===== src/rtl/core/abs_pkg.sv =====
// package for the adaptive bitrate selector: widths, codes and item types
// no dependencies
`timescale 1ns / 1ps
package abs_pkg;
  localparam int MAX_STREAMS   = 8;
  localparam int STREAM_AW     = 3;
  localparam int CNT_W         = 4;
  localparam int HIST_DEPTH    = 16;
  localparam int HIST_AW       = 4;
  localparam int FILL_W        = 5;
  localparam int RATE_W        = 32;
  localparam int BYTE_W        = 24;
  localparam int TIME_W        = 32;
  localparam int BYTES_W       = 28;
  localparam int SPAN_W        = 37;
  localparam int DIV_W         = 41;
  localparam int REM_W         = 38;
  localparam int DIV_CNT_W     = 6;
  localparam int SPEED_W       = 31;
  localparam int QUOT_W        = 25;
  localparam int CFG_AW        = 3;
  localparam int CFG_DW        = 32;
  localparam int HIST_DW       = BYTE_W + TIME_W;

  localparam logic [12:0] BITS_PER_KBYTE = 13'd8000;
  localparam logic [6:0]  PCT_DIV        = 7'd100;
  localparam logic [6:0]  PCT_MUL        = 7'd75;
  localparam logic [DIV_W-1:0] SPEED_MAX = DIV_W'(32'h7FFF_FFFF);

  localparam logic [1:0] KIND_LOAD  = 2'd0;
  localparam logic [1:0] KIND_START = 2'd1;
  localparam logic [1:0] KIND_CHUNK = 2'd2;
  localparam logic [1:0] KIND_CHECK = 2'd3;

  localparam logic [2:0] ST_IGNORED  = 3'd0;
  localparam logic [2:0] ST_TOO_SOON = 3'd1;
  localparam logic [2:0] ST_NO_CHG   = 3'd2;
  localparam logic [2:0] ST_DEFERRED = 3'd3;
  localparam logic [2:0] ST_SWITCHED = 3'd4;
  localparam logic [2:0] ST_REFUSED  = 3'd5;

  localparam logic [CFG_AW-1:0] CFG_STREAM_COUNT = 3'd0;
  localparam logic [CFG_AW-1:0] CFG_INITIAL_IDX  = 3'd1;
  localparam logic [CFG_AW-1:0] CFG_START_TIME   = 3'd2;
  localparam logic [CFG_AW-1:0] CFG_WINDOW       = 3'd3;
  localparam logic [CFG_AW-1:0] CFG_INTERVAL     = 3'd4;
  localparam logic [CFG_AW-1:0] CFG_EARLY_LIMIT  = 3'd5;

  typedef struct packed {
    logic [1:0]           kind;
    logic [TIME_W-1:0]    now_ms;
    logic [BYTE_W-1:0]    byte_count;
    logic [TIME_W-1:0]    play_time_ms;
    logic [STREAM_AW-1:0] table_index;
    logic [RATE_W-1:0]    rate_value;
    logic                 switch_ok;
  } in_item_t;

  typedef struct packed {
    logic [2:0]           status;
    logic [STREAM_AW-1:0] selected_index;
    logic                 seek_request;
    logic [TIME_W-1:0]    seek_time_ms;
    logic [SPEED_W-1:0]   scaled_speed;
  } out_item_t;
endpackage


===== src/rtl/core/abs_in_if.sv =====
// input channel of the adaptive bitrate selector
// depends on abs_pkg
`timescale 1ns / 1ps
interface abs_in_if;
  logic             valid;
  logic             ready;
  abs_pkg::in_item_t data;
  modport source (output valid, output data, input ready);
  modport sink (input valid, input data, output ready);
endinterface


===== src/rtl/core/abs_out_if.sv =====
// output channel of the adaptive bitrate selector
// depends on abs_pkg
`timescale 1ns / 1ps
interface abs_out_if;
  logic              valid;
  logic              ready;
  abs_pkg::out_item_t data;
  modport source (output valid, output data, input ready);
  modport sink (input valid, input data, output ready);
endinterface


===== src/rtl/core/adaptive_bitrate_selector.sv =====
// adaptive bitrate selector top level: bitrate table, download history,
// bit-serial speed estimate and stream choice; uses abs_pkg, abs_in_if, abs_out_if, abs_ram
//
//   channel   | dir | handshake        | payload
//   in_ch     | in  | valid / ready    | kind, now_ms, byte_count, play_time_ms, ...
//   out_ch    | out | valid / ready    | status, selected_index, seek, seek time, speed
//   cfg       | in  | cfg_we           | cfg_index, cfg_data
//
// load, start, chunk and ignored checks go straight from idle to finish; a full check walks
// the history, multiplies, divides twice, scales, scans the streams and picks, a too soon check
// stops after the scale: the history walk reads one ram entry at a time through a read and an
// accumulate state, and the shared restoring divider retires one bit a cycle.
// one item at a time; ready is low while an item is at work.
// rst is synchronous, sets the configuration to its defaults and clears pointers and handshake state.
// a result held by a stalled sink blocks only the next completion, not the next transfer.
`timescale 1ns / 1ps
module adaptive_bitrate_selector (
  input  logic                          clk,
  input  logic                          rst,
  abs_in_if.sink                        in_ch,
  abs_out_if.source                     out_ch,
  input  logic                          cfg_we,
  input  logic [abs_pkg::CFG_AW-1:0]    cfg_index,
  input  logic [abs_pkg::CFG_DW-1:0]    cfg_data
);
  typedef enum logic [3:0] {
    S_IDLE, S_WALK_RD, S_WALK_ACC, S_MUL, S_DIV, S_PCT, S_SCALE,
    S_SEL_RD, S_SEL_CMP, S_PICK_RD, S_PICK_CMP, S_FINISH
  } state_t;

  state_t state;

  logic [abs_pkg::CNT_W-1:0]     stream_count;
  logic [abs_pkg::TIME_W-1:0]    start_check_time;
  logic [abs_pkg::TIME_W-1:0]    speed_window;
  logic [15:0]                   check_interval;
  logic [7:0]                    early_change_limit;

  logic [abs_pkg::HIST_AW-1:0]   hist_head;
  logic [abs_pkg::FILL_W-1:0]    hist_fill;
  logic [abs_pkg::TIME_W-1:0]    mark_time;
  logic [abs_pkg::TIME_W-1:0]    last_check_time;
  logic [abs_pkg::STREAM_AW-1:0] current_index;
  logic [7:0]                    change_count;

  logic [abs_pkg::TIME_W-1:0]    item_now;
  logic [abs_pkg::TIME_W-1:0]    item_play;
  logic                          item_ok;
  logic                          too_soon;

  logic [abs_pkg::HIST_AW-1:0]   walk_ptr;
  logic [abs_pkg::FILL_W-1:0]    walk_k;
  logic [abs_pkg::BYTES_W-1:0]   bytes_sum;
  logic [abs_pkg::SPAN_W-1:0]    span_sum;

  logic [abs_pkg::DIV_W-1:0]     div_num;
  logic [abs_pkg::SPAN_W-1:0]    div_den;
  logic [abs_pkg::REM_W-1:0]     div_rem;
  logic [abs_pkg::DIV_CNT_W-1:0] div_cnt;
  logic                          div_pct;

  logic [abs_pkg::SPEED_W-1:0]   speed;
  logic [abs_pkg::CNT_W-1:0]     scan_i;
  logic                          gt0;
  logic                          found;
  logic [abs_pkg::CNT_W-1:0]     first_lt;
  logic [abs_pkg::STREAM_AW-1:0] sel_idx;

  logic [2:0]                    res_status;
  logic                          res_seek;

  logic                          out_valid;
  abs_pkg::out_item_t            out_data;

  logic [abs_pkg::CNT_W-1:0]     n_act;
  logic                          rate_we;
  logic [abs_pkg::STREAM_AW-1:0] rate_raddr;
  logic [abs_pkg::RATE_W-1:0]    rate_rdata;
  logic                          hist_we;
  logic [abs_pkg::HIST_DW-1:0]   hist_wdata;
  logic [abs_pkg::HIST_DW-1:0]   hist_rdata;
  logic                          accept;

  logic [abs_pkg::SPAN_W-1:0]    span_next;
  logic [abs_pkg::BYTES_W-1:0]   bytes_next;
  logic [abs_pkg::REM_W-1:0]     rem_sh;
  logic                          rem_ge;
  logic [abs_pkg::DIV_W-1:0]     prod;
  logic                          lt_now;
  logic [abs_pkg::CNT_W-1:0]     first_eff;
  logic [abs_pkg::STREAM_AW-1:0] sel_final;
  logic                          up;
  logic                          early;
  logic [7:0]                    cc_early;

  function automatic logic [7:0] bump(input logic [7:0] c);
    bump = (c == 8'd255) ? c : c + 8'd1;
  endfunction

  assign n_act  = (stream_count > abs_pkg::CNT_W'(abs_pkg::MAX_STREAMS))
                ? abs_pkg::CNT_W'(abs_pkg::MAX_STREAMS) : stream_count;
  assign accept = in_ch.valid && in_ch.ready;
  assign in_ch.ready = (state == S_IDLE);
  assign out_ch.valid = out_valid;
  assign out_ch.data  = out_data;

  assign rate_we    = accept && (in_ch.data.kind == abs_pkg::KIND_LOAD);
  assign hist_we    = accept && (in_ch.data.kind == abs_pkg::KIND_CHUNK) && (n_act > 4'd1);
  assign hist_wdata = {in_ch.data.byte_count, in_ch.data.now_ms - mark_time};
  assign rate_raddr = (state == S_PICK_RD) ? sel_idx : scan_i[abs_pkg::STREAM_AW-1:0];

  abs_ram #(.WIDTH(abs_pkg::RATE_W), .DEPTH(abs_pkg::MAX_STREAMS)) u_rate_ram (
    .clk(clk), .we(rate_we), .waddr(in_ch.data.table_index),
    .wdata(in_ch.data.rate_value), .raddr(rate_raddr), .rdata(rate_rdata)
  );

  abs_ram #(.WIDTH(abs_pkg::HIST_DW), .DEPTH(abs_pkg::HIST_DEPTH)) u_hist_ram (
    .clk(clk), .we(hist_we), .waddr(hist_head),
    .wdata(hist_wdata), .raddr(walk_ptr), .rdata(hist_rdata)
  );

  always_comb begin
    bytes_next = bytes_sum + abs_pkg::BYTES_W'(hist_rdata[abs_pkg::HIST_DW-1:abs_pkg::TIME_W]);
    span_next  = span_sum + abs_pkg::SPAN_W'(hist_rdata[abs_pkg::TIME_W-1:0]);
    prod       = abs_pkg::DIV_W'(bytes_sum) * abs_pkg::DIV_W'(abs_pkg::BITS_PER_KBYTE);
    rem_sh     = {div_rem[abs_pkg::REM_W-2:0], div_num[abs_pkg::DIV_W-1]};
    rem_ge     = rem_sh >= {1'b0, div_den};
    lt_now     = {1'b0, speed} < rate_rdata;
    first_eff  = found ? first_lt : scan_i;
    if (!lt_now) begin
      sel_final = abs_pkg::STREAM_AW'(n_act - 4'd1);
    end else if (gt0 || (scan_i == '0 && ({1'b0, speed} > rate_rdata))) begin
      sel_final = abs_pkg::STREAM_AW'(first_eff - 4'd1);
    end else begin
      sel_final = '0;
    end
    up       = sel_idx > current_index;
    early    = up && (change_count <= early_change_limit);
    cc_early = early ? bump(change_count) : change_count;
  end

  always_ff @(posedge clk) begin
    if (rst) begin
      state              <= S_IDLE;
      stream_count       <= '0;
      start_check_time   <= '0;
      speed_window       <= abs_pkg::TIME_W'(5000);
      check_interval     <= 16'd2000;
      early_change_limit <= 8'd4;
      hist_head          <= '0;
      hist_fill          <= '0;
      mark_time          <= '0;
      last_check_time    <= '0;
      current_index      <= '0;
      change_count       <= '0;
      out_valid          <= 1'b0;
    end else begin
      if (out_valid && out_ch.ready && state != S_FINISH) begin
        out_valid <= 1'b0;
      end
      if (cfg_we) begin
        case (cfg_index)
          abs_pkg::CFG_STREAM_COUNT: stream_count <= cfg_data[abs_pkg::CNT_W-1:0];
          abs_pkg::CFG_INITIAL_IDX:  current_index <= cfg_data[abs_pkg::STREAM_AW-1:0];
          abs_pkg::CFG_START_TIME:  start_check_time   <= cfg_data;
          abs_pkg::CFG_WINDOW:      speed_window       <= cfg_data;
          abs_pkg::CFG_INTERVAL:    check_interval     <= cfg_data[15:0];
          abs_pkg::CFG_EARLY_LIMIT: early_change_limit <= cfg_data[7:0];
          default: ;
        endcase
      end
      case (state)
        S_IDLE: begin
          if (accept) begin
            item_now   <= in_ch.data.now_ms;
            item_play  <= in_ch.data.play_time_ms;
            item_ok    <= in_ch.data.switch_ok;
            too_soon   <= (in_ch.data.now_ms - last_check_time) <
                          abs_pkg::TIME_W'(check_interval);
            res_status <= abs_pkg::ST_IGNORED;
            res_seek   <= 1'b0;
            speed      <= '0;
            bytes_sum  <= '0;
            span_sum   <= abs_pkg::SPAN_W'(1);
            walk_ptr   <= hist_head - abs_pkg::HIST_AW'(1);
            walk_k     <= '0;
            state      <= S_FINISH;
            case (in_ch.data.kind)
              abs_pkg::KIND_START: mark_time <= in_ch.data.now_ms;
              abs_pkg::KIND_CHUNK: begin
                if (n_act > 4'd1) begin
                  mark_time <= in_ch.data.now_ms;
                  hist_head <= hist_head + abs_pkg::HIST_AW'(1);
                  if (hist_fill < abs_pkg::FILL_W'(abs_pkg::HIST_DEPTH)) begin
                    hist_fill <= hist_fill + abs_pkg::FILL_W'(1);
                  end
                end
              end
              abs_pkg::KIND_CHECK: begin
                if (n_act > 4'd1 && in_ch.data.play_time_ms > start_check_time) begin
                  state <= (hist_fill == '0) ? S_MUL : S_WALK_RD;
                end
              end
              default: ;
            endcase
          end
        end
        S_WALK_RD: state <= S_WALK_ACC;
        S_WALK_ACC: begin
          bytes_sum <= bytes_next;
          span_sum  <= span_next;
          walk_k    <= walk_k + abs_pkg::FILL_W'(1);
          walk_ptr  <= walk_ptr - abs_pkg::HIST_AW'(1);
          if (span_next >= abs_pkg::SPAN_W'(speed_window) ||
              walk_k + abs_pkg::FILL_W'(1) == hist_fill) begin
            state <= S_MUL;
          end else begin
            state <= S_WALK_RD;
          end
        end
        S_MUL: begin
          div_num <= prod;
          div_den <= span_sum;
          div_rem <= '0;
          div_cnt <= '0;
          div_pct <= 1'b0;
          state   <= S_DIV;
        end
        S_DIV: begin
          div_rem <= rem_ge ? rem_sh - {1'b0, div_den} : rem_sh;
          div_num <= {div_num[abs_pkg::DIV_W-2:0], rem_ge};
          div_cnt <= div_cnt + abs_pkg::DIV_CNT_W'(1);
          if (div_cnt == abs_pkg::DIV_CNT_W'(abs_pkg::DIV_W - 1)) begin
            state <= div_pct ? S_SCALE : S_PCT;
          end
        end
        S_PCT: begin
          // saturate, then divide by 100 on the same unit
          div_num <= (div_num > abs_pkg::SPEED_MAX) ? abs_pkg::SPEED_MAX : div_num;
          div_den <= abs_pkg::SPAN_W'(abs_pkg::PCT_DIV);
          div_rem <= '0;
          div_cnt <= '0;
          div_pct <= 1'b1;
          state   <= S_DIV;
        end
        S_SCALE: begin
          speed  <= abs_pkg::SPEED_W'(div_num[abs_pkg::QUOT_W-1:0]) *
                    abs_pkg::SPEED_W'(abs_pkg::PCT_MUL);
          scan_i <= '0;
          found  <= 1'b0;
          gt0    <= 1'b0;
          if (too_soon) begin
            res_status <= abs_pkg::ST_TOO_SOON;
            state      <= S_FINISH;
          end else begin
            last_check_time <= item_now;
            state           <= S_SEL_RD;
          end
        end
        S_SEL_RD: state <= S_SEL_CMP;
        S_SEL_CMP: begin
          if (scan_i == '0) begin
            gt0 <= {1'b0, speed} > rate_rdata;
          end
          if (!found && lt_now) begin
            found    <= 1'b1;
            first_lt <= scan_i;
          end
          if (scan_i == n_act - 4'd1) begin
            sel_idx <= sel_final;
            state   <= S_PICK_RD;
          end else begin
            scan_i <= scan_i + 4'd1;
            state  <= S_SEL_RD;
          end
        end
        S_PICK_RD: state <= S_PICK_CMP;
        S_PICK_CMP: begin
          state <= S_FINISH;
          if (sel_idx == current_index) begin
            res_status <= abs_pkg::ST_NO_CHG;
          end else if (early && ({2'b0, speed} < {rate_rdata, 1'b0})) begin
            change_count <= cc_early;
            res_status   <= abs_pkg::ST_DEFERRED;
          end else if (item_ok) begin
            change_count  <= bump(cc_early);
            current_index <= sel_idx;
            res_seek      <= up;
            res_status    <= abs_pkg::ST_SWITCHED;
          end else begin
            change_count <= cc_early;
            res_status   <= abs_pkg::ST_REFUSED;
          end
        end
        S_FINISH: begin
          if (!out_valid || out_ch.ready) begin
            out_valid               <= 1'b1;
            out_data.status         <= res_status;
            out_data.selected_index <= current_index;
            out_data.seek_request   <= res_seek;
            out_data.seek_time_ms   <= res_seek ? item_play : '0;
            out_data.scaled_speed   <= speed;
            state                   <= S_IDLE;
          end
        end
        default: state <= S_IDLE;
      endcase
    end
  end
endmodule


===== src/rtl/core/abs_ram.sv =====
// generic single write port ram with registered read
// no dependencies
`timescale 1ns / 1ps
module abs_ram #(
  parameter int WIDTH = 32,
  parameter int DEPTH = 8
) (
  input  logic                     clk,
  input  logic                     we,
  input  logic [$clog2(DEPTH)-1:0] waddr,
  input  logic [WIDTH-1:0]         wdata,
  input  logic [$clog2(DEPTH)-1:0] raddr,
  output logic [WIDTH-1:0]         rdata
);
  logic [WIDTH-1:0] mem [DEPTH];

  always_ff @(posedge clk) begin
    if (we) begin
      mem[waddr] <= wdata;
    end
    rdata <= mem[raddr];
  end
endmodule


===== src/flat_wrapper.sv =====
// flat-port wrapper written by rule: the top's interface ports become plain ports
module adaptive_bitrate_selector_flat 
  (clk, rst, cfg_we, cfg_index, cfg_data, in_ch_valid, in_ch_data, in_ch_ready, out_ch_valid, out_ch_data, out_ch_ready);
  abs_in_if in_ch_i ();
  abs_out_if out_ch_i ();
  input  logic clk;
  input  logic rst;
  input  logic cfg_we;
  input  logic [abs_pkg::CFG_AW-1:0] cfg_index;
  input  logic [abs_pkg::CFG_DW-1:0] cfg_data;
  input wire logic [$bits(in_ch_i.valid)-1:0] in_ch_valid;
  input wire logic [$bits(in_ch_i.data)-1:0] in_ch_data;
  output wire logic [$bits(in_ch_i.ready)-1:0] in_ch_ready;
  output wire logic [$bits(out_ch_i.valid)-1:0] out_ch_valid;
  output wire logic [$bits(out_ch_i.data)-1:0] out_ch_data;
  input wire logic [$bits(out_ch_i.ready)-1:0] out_ch_ready;
  assign in_ch_i.valid = in_ch_valid;
  assign in_ch_i.data = in_ch_data;
  assign in_ch_ready = in_ch_i.ready;
  assign out_ch_valid = out_ch_i.valid;
  assign out_ch_data = out_ch_i.data;
  assign out_ch_i.ready = out_ch_ready;
  adaptive_bitrate_selector u_core (.clk(clk), .rst(rst), .in_ch(in_ch_i), .out_ch(out_ch_i), .cfg_we(cfg_we), .cfg_index(cfg_index), .cfg_data(cfg_data));
endmodule

===== config.mk =====
export PLATFORM = sky130hd
export DESIGN_NAME = adaptive_bitrate_selector_flat
export DESIGN_NICKNAME = d
export VERILOG_FILES = /design/src/rtl/core/abs_pkg.sv /design/src/rtl/core/abs_in_if.sv /design/src/rtl/core/abs_out_if.sv /design/src/rtl/core/adaptive_bitrate_selector.sv /design/src/rtl/core/abs_ram.sv /design/src/flat_wrapper.sv
export SDC_FILE = /design/constraint.sdc
export NUM_CORES = 2
export LEC_CHECK = 0
export BUFFER_PORTS_ARGS = -buffer_cell sky130_fd_sc_hd__buf_4
export CAP_MARGIN = 20
export CORE_AREA = 2 2 399 401
export CTS_CLUSTER_DIAMETER = 150
export DETAILED_ROUTE_END_ITERATION = 10
export DIE_AREA = 0 0 401 403
export PLACE_DENSITY = 0.7
export SLEW_MARGIN = 20
export SYNTH_ARGS = -nofsm -noshare
export SYNTH_HDL_FRONTEND = slang
export SYNTH_HIERARCHICAL = 1
export SYNTH_SLANG_ARGS = --single-unit

===== constraint.sdc =====
create_clock -name clk -period 10.5 [get_ports clk]
set_input_delay 1.575 -clock clk [delete_from_list [all_inputs] [get_ports clk]]
set_output_delay 1.575 -clock clk [all_outputs]
set_load 0.05 [all_outputs]

==> flow_summary_export.csv <==
group,metric,value,unit
run_status,status,"complete, no violations",
grt,grt_pass1_vias,51130,
grt,grt_pass1_wl,303.3,mm
worst_setup_path,worst_ep_required_time,11.03,ns
yosys,synth_warnings,6,
clock_network,postCtsSetupRepairBufs,0,
yosys,syn_area,86160,sq um
floorplan,initial_core_util,0.5471,
routing,postRouteAntennaNets,0,
clock_network,cts_buffer_depth,3,
worst_setup_path,r2r-end,"u_core/div_num[39]",
worst_setup_path,r2r_setup_slack,4.71,ns
sta,tightest_slew,1.118,ns
routing,vias,51470,
grt,grt_max_degree,128,
sta,slew_headroom,0.2531,
worst_setup_path,slowest_stage,"a221oi_1",
yosys,synth-main-ff-cell,"edfxtp_1",
routing,drt_wl_total,199.0,mm
yosys,yosysSeqAreaShare,0.5961,
grt,antenna_found_initial,6,
sta,skew,0.06182,ns
routing,drcViolationCount,0,
layout,final_common_cell,"edfxtp_1",
yosys,synth_edf_count,1531,
worst_setup_path,critical_path_class,"flip-flop to flip-flop",
place,dp.final_hpwl,126.6,mm
sta,rsz0062_at_grt,"false",
layout,layout_common_cells,"edfxtp_1, nand2_1, ha_1",
clock_network,clkLatencyLatePin,0.84,ns
floorplan,dieArea,161600,sq um
worst_setup_path,critPathMaxFanout,6,
worst_setup_path,startpoint_type,"flip-flop",
place,placed_cells,8328,
pwr,peakVddDrop,0.5705,mV
grt,overflow,0,
routing,routedWlPerCell,22.94,um
sta,finalMaxSlewViolations,0,
worst_setup_path,critPathLaunch,"u_core/bytes_sum[0]",
layout,syn_to_final_growth,12.58,%
pwr,p_leak,35.46,nW
worst_setup_path,slowest_delay,0.63,ns
worst_setup_path,crit_path_end,"u_core/div_num[39]",
floorplan,boundaryPins,238,
clock_network,ctsHoldBuffers,0,
yosys,synth_cells,6156,
place,gp_congestion,0.8831,
clock_network,postCtsResizedCells,0,
sta,finalSetupTns,0,ns
clock_network,cts_max_level,4,
yosys,postSynthAreaPerCell,14.00,sq um
min_path,holdPathStages,0,
grt,track_usage,0.2444,
routing,via_per_inst,5.934,
floorplan,core,157500,sq um
worst_setup_path,cp_cell_sequence,"fa_1 > inv_1 > fa_1 > fa_1 > inv_1 > fa_1 > ha_1 > o21ai_0 > o211ai_1 > a22o_1 > a221oi_1 > nor4_1 > a211o_1 > o41ai_2 > o21ai_0 > xnor2_1 > o21ai_1",
worst_setup_path,path_common_cell,"fa_1",
routing,dr.pass1.iters,6,
layout,final_nets,7239,
clock_network,cts_tree,"built",
worst_setup_path,worstPathArrival,6.33,ns
sta,hold_viol_final,0,
yosys,synth_cell_types,93,
floorplan,die_h,403,um
floorplan,die_w,401,um
yosys,async_flop_share,0,
grt,globalRouteMet3Util,0.03688,
grt,use_met1,0.3268,
clock_network,clk_transition_reported_paths,0.06,ns
floorplan,fp-row-count,146,
routing,drtIter0Drc,4317,
place,pre_cts_slack,4.575,ns
sta,finalSetupViolations,0,
clock_network,cts_buffers,180,
layout,finalNonFillerCells,8674,
layout,drive_above_1_share,0.1529,
clock_network,root_buffer,"clkbuf_16",
clock_network,cts_sinks,1800,
sta,finalWorstSetupSlack,4.707,ns
worst_setup_path,endpoint_kind,"flip-flop",
yosys,ys_seq_elements,1800,
sta,min_period_over_period,0.5517,
worst_setup_path,reg2reg_depth,17,
sta,max_freq,172.6,MHz
place,port-buffer-count,237,
grt,busiest_layer,"met2",
job,maxCapViolCount,0,
grt,grt_use_met2,0.4182,
pwr,p_per_area,335.3,nW/um^2
worst_setup_path,reg2reg_from,"u_core/bytes_sum[0]",
yosys,synth_fp_nets,6953,
sta,fin_crit,5.793,ns
min_path,hp-class,"flip-flop to flip-flop",
cell type report:
type                       count  area [sq um]
antenna                        3         7.507
clock buffer                 246          4987
clock inverter                93          1286
fill                       11680         60480
inverter                     444          1667
multi-input combinational   3699         32570
sequential                  1800         51360
tap                         2072          2592
timing repair buffer         317          2522
how the worst min path moves through the flow:
stage,to,slack [ns],startpoint
after global placement,u_core/out_ch.data[69],0.41,u_core/res_status[2]
after floorplan,u_core/out_ch.data[67],0.40,u_core/res_status[0]
after detailed placement,u_core/out_ch.data[68],0.41,u_core/res_status[1]
after global routing,u_core/out_ch.data[68],0.42,u_core/res_status[1]
final,u_core/out_ch.data[68],0.42,u_core/res_status[1]
after CTS,u_core/out_ch.data[69],0.42,u_core/res_status[2]
Yosys cell counts (39+ instances only):
| cell | n | area, sq um |
|---|---|---|
| xor2_1 | 84 | 735.7 |
| o21a_1 | 46 | 345.3 |
| a211oi_1 | 43 | 322.8 |
| nand4_1 | 58 | 362.9 |
| mux4_2 | 248 | 5585 |
| fa_1 | 148 | 2963 |
| mux4_1 | 40 | 1051 |
| mux2_2 | 42 | 473.0 |
| nand2b_1 | 42 | 262.8 |
| and3_1 | 39 | 244.0 |
| edfxtp_1 | 1531 | 45970 |
| nor2b_1 | 76 | 475.5 |
| nor2_1 | 292 | 1096 |
| xnor2_1 | 113 | 989.7 |
| a21oi_1 | 375 | 1877 |
| nor3_1 | 66 | 330.3 |
| and2_1 | 81 | 506.7 |
| inv_1 | 444 | 1667 |
| ha_1 | 483 | 6043 |
| clkbuf_1 | 148 | 555.5 |
| a22oi_1 | 114 | 855.8 |
| o21ai_0 | 136 | 680.7 |
| a21o_1 | 142 | 1066 |
| nand3_1 | 69 | 345.3 |
| nand2_1 | 553 | 2076 |
| dfxtp_1 | 269 | 5385 |
cell families (layout without fill, tap and decap cells):
group | after synthesis | after routing | share of synthesized area
buffers and inverters | 657 | 1100 | 0.03111
muxes | 363 | 363 | 0.08635
other | 0 | 3 | 0
and+or+nand+nor | 1389 | 1389 | 0.07560
xor gates and xnor gates | 197 | 197 | 0.02003
adders and majority gates | 631 | 631 | 0.1045
DFF | 1800 | 1800 | 0.5961
AOI/OAI and AO/OA | 1119 | 1119 | 0.08625
metrics by stage:
step                      instance area, sq um  total power [mW]  hold slack (ns)  utilization
final                                    96990             32.52           0.4208       0.6159
after global routing                     96990             35.13           0.4248       0.6159
after CTS                                96770             32.74           0.4230       0.6146
after detailed placement                 90500             26.00           0.4099       0.5747
after global placement                   90440             25.68           0.4051       0.5743
after floorplan                          86160             22.11           0.4003            -
routing by layer:
metal  share of wire  up-vias
met3           0.058      291
met4           0.025        2
met2            0.50     1510
met1            0.42    25950
li1                -    23720
met5        0.000065        -
registers in the layout (all words and copies together), names as in the netlist, 5 cells and up:
name / count
u_core/last_check_time: 32
u_core/out_ch.data: 70
u_core/speed: 31
u_core/u_rate_ram/mem: 256
u_core/start_check_time: 32
u_core/u_rate_ram/rdata: 32
u_core/u_hist_ram/rdata: 56
u_core/div_cnt: 6
u_core/item_now: 32
u_core/item_play: 32
u_core/span_sum: 37
u_core/div_num: 41
u_core/speed_window: 32
u_core/early_change_limit: 8
u_core/bytes_sum: 28
u_core/check_interval: 16
u_core/hist_fill: 5
u_core/change_count: 8
u_core/div_den: 37
u_core/walk_k: 5
u_core/mark_time: 32
u_core/div_rem: 37
u_core/u_hist_ram/mem: 896
where the power goes:
part	internal, mW	switching, mW
sequential	8.96	0.548
combinational	7.04	9.32
clock	3.85	2.81
total	19.8	12.7
worst max-delay path: cells and delay by family (launching register included):
| kind | cells | cell delay (ns) |
|---|---|---|
| XOR/XNOR | 1 | 0.15 |
| AND/OR/NAND/NOR | 1 | 0.15 |
| flip-flops | 1 | 0.53 |
| buffers and inverters | 2 | 0.13 |
| adder cells (fa/ha/maj) | 5 | 2.42 |
| AO/OA/AOI/OAI | 8 | 2.15 |
No activity file was read; power rests on OpenSTA's default activity.
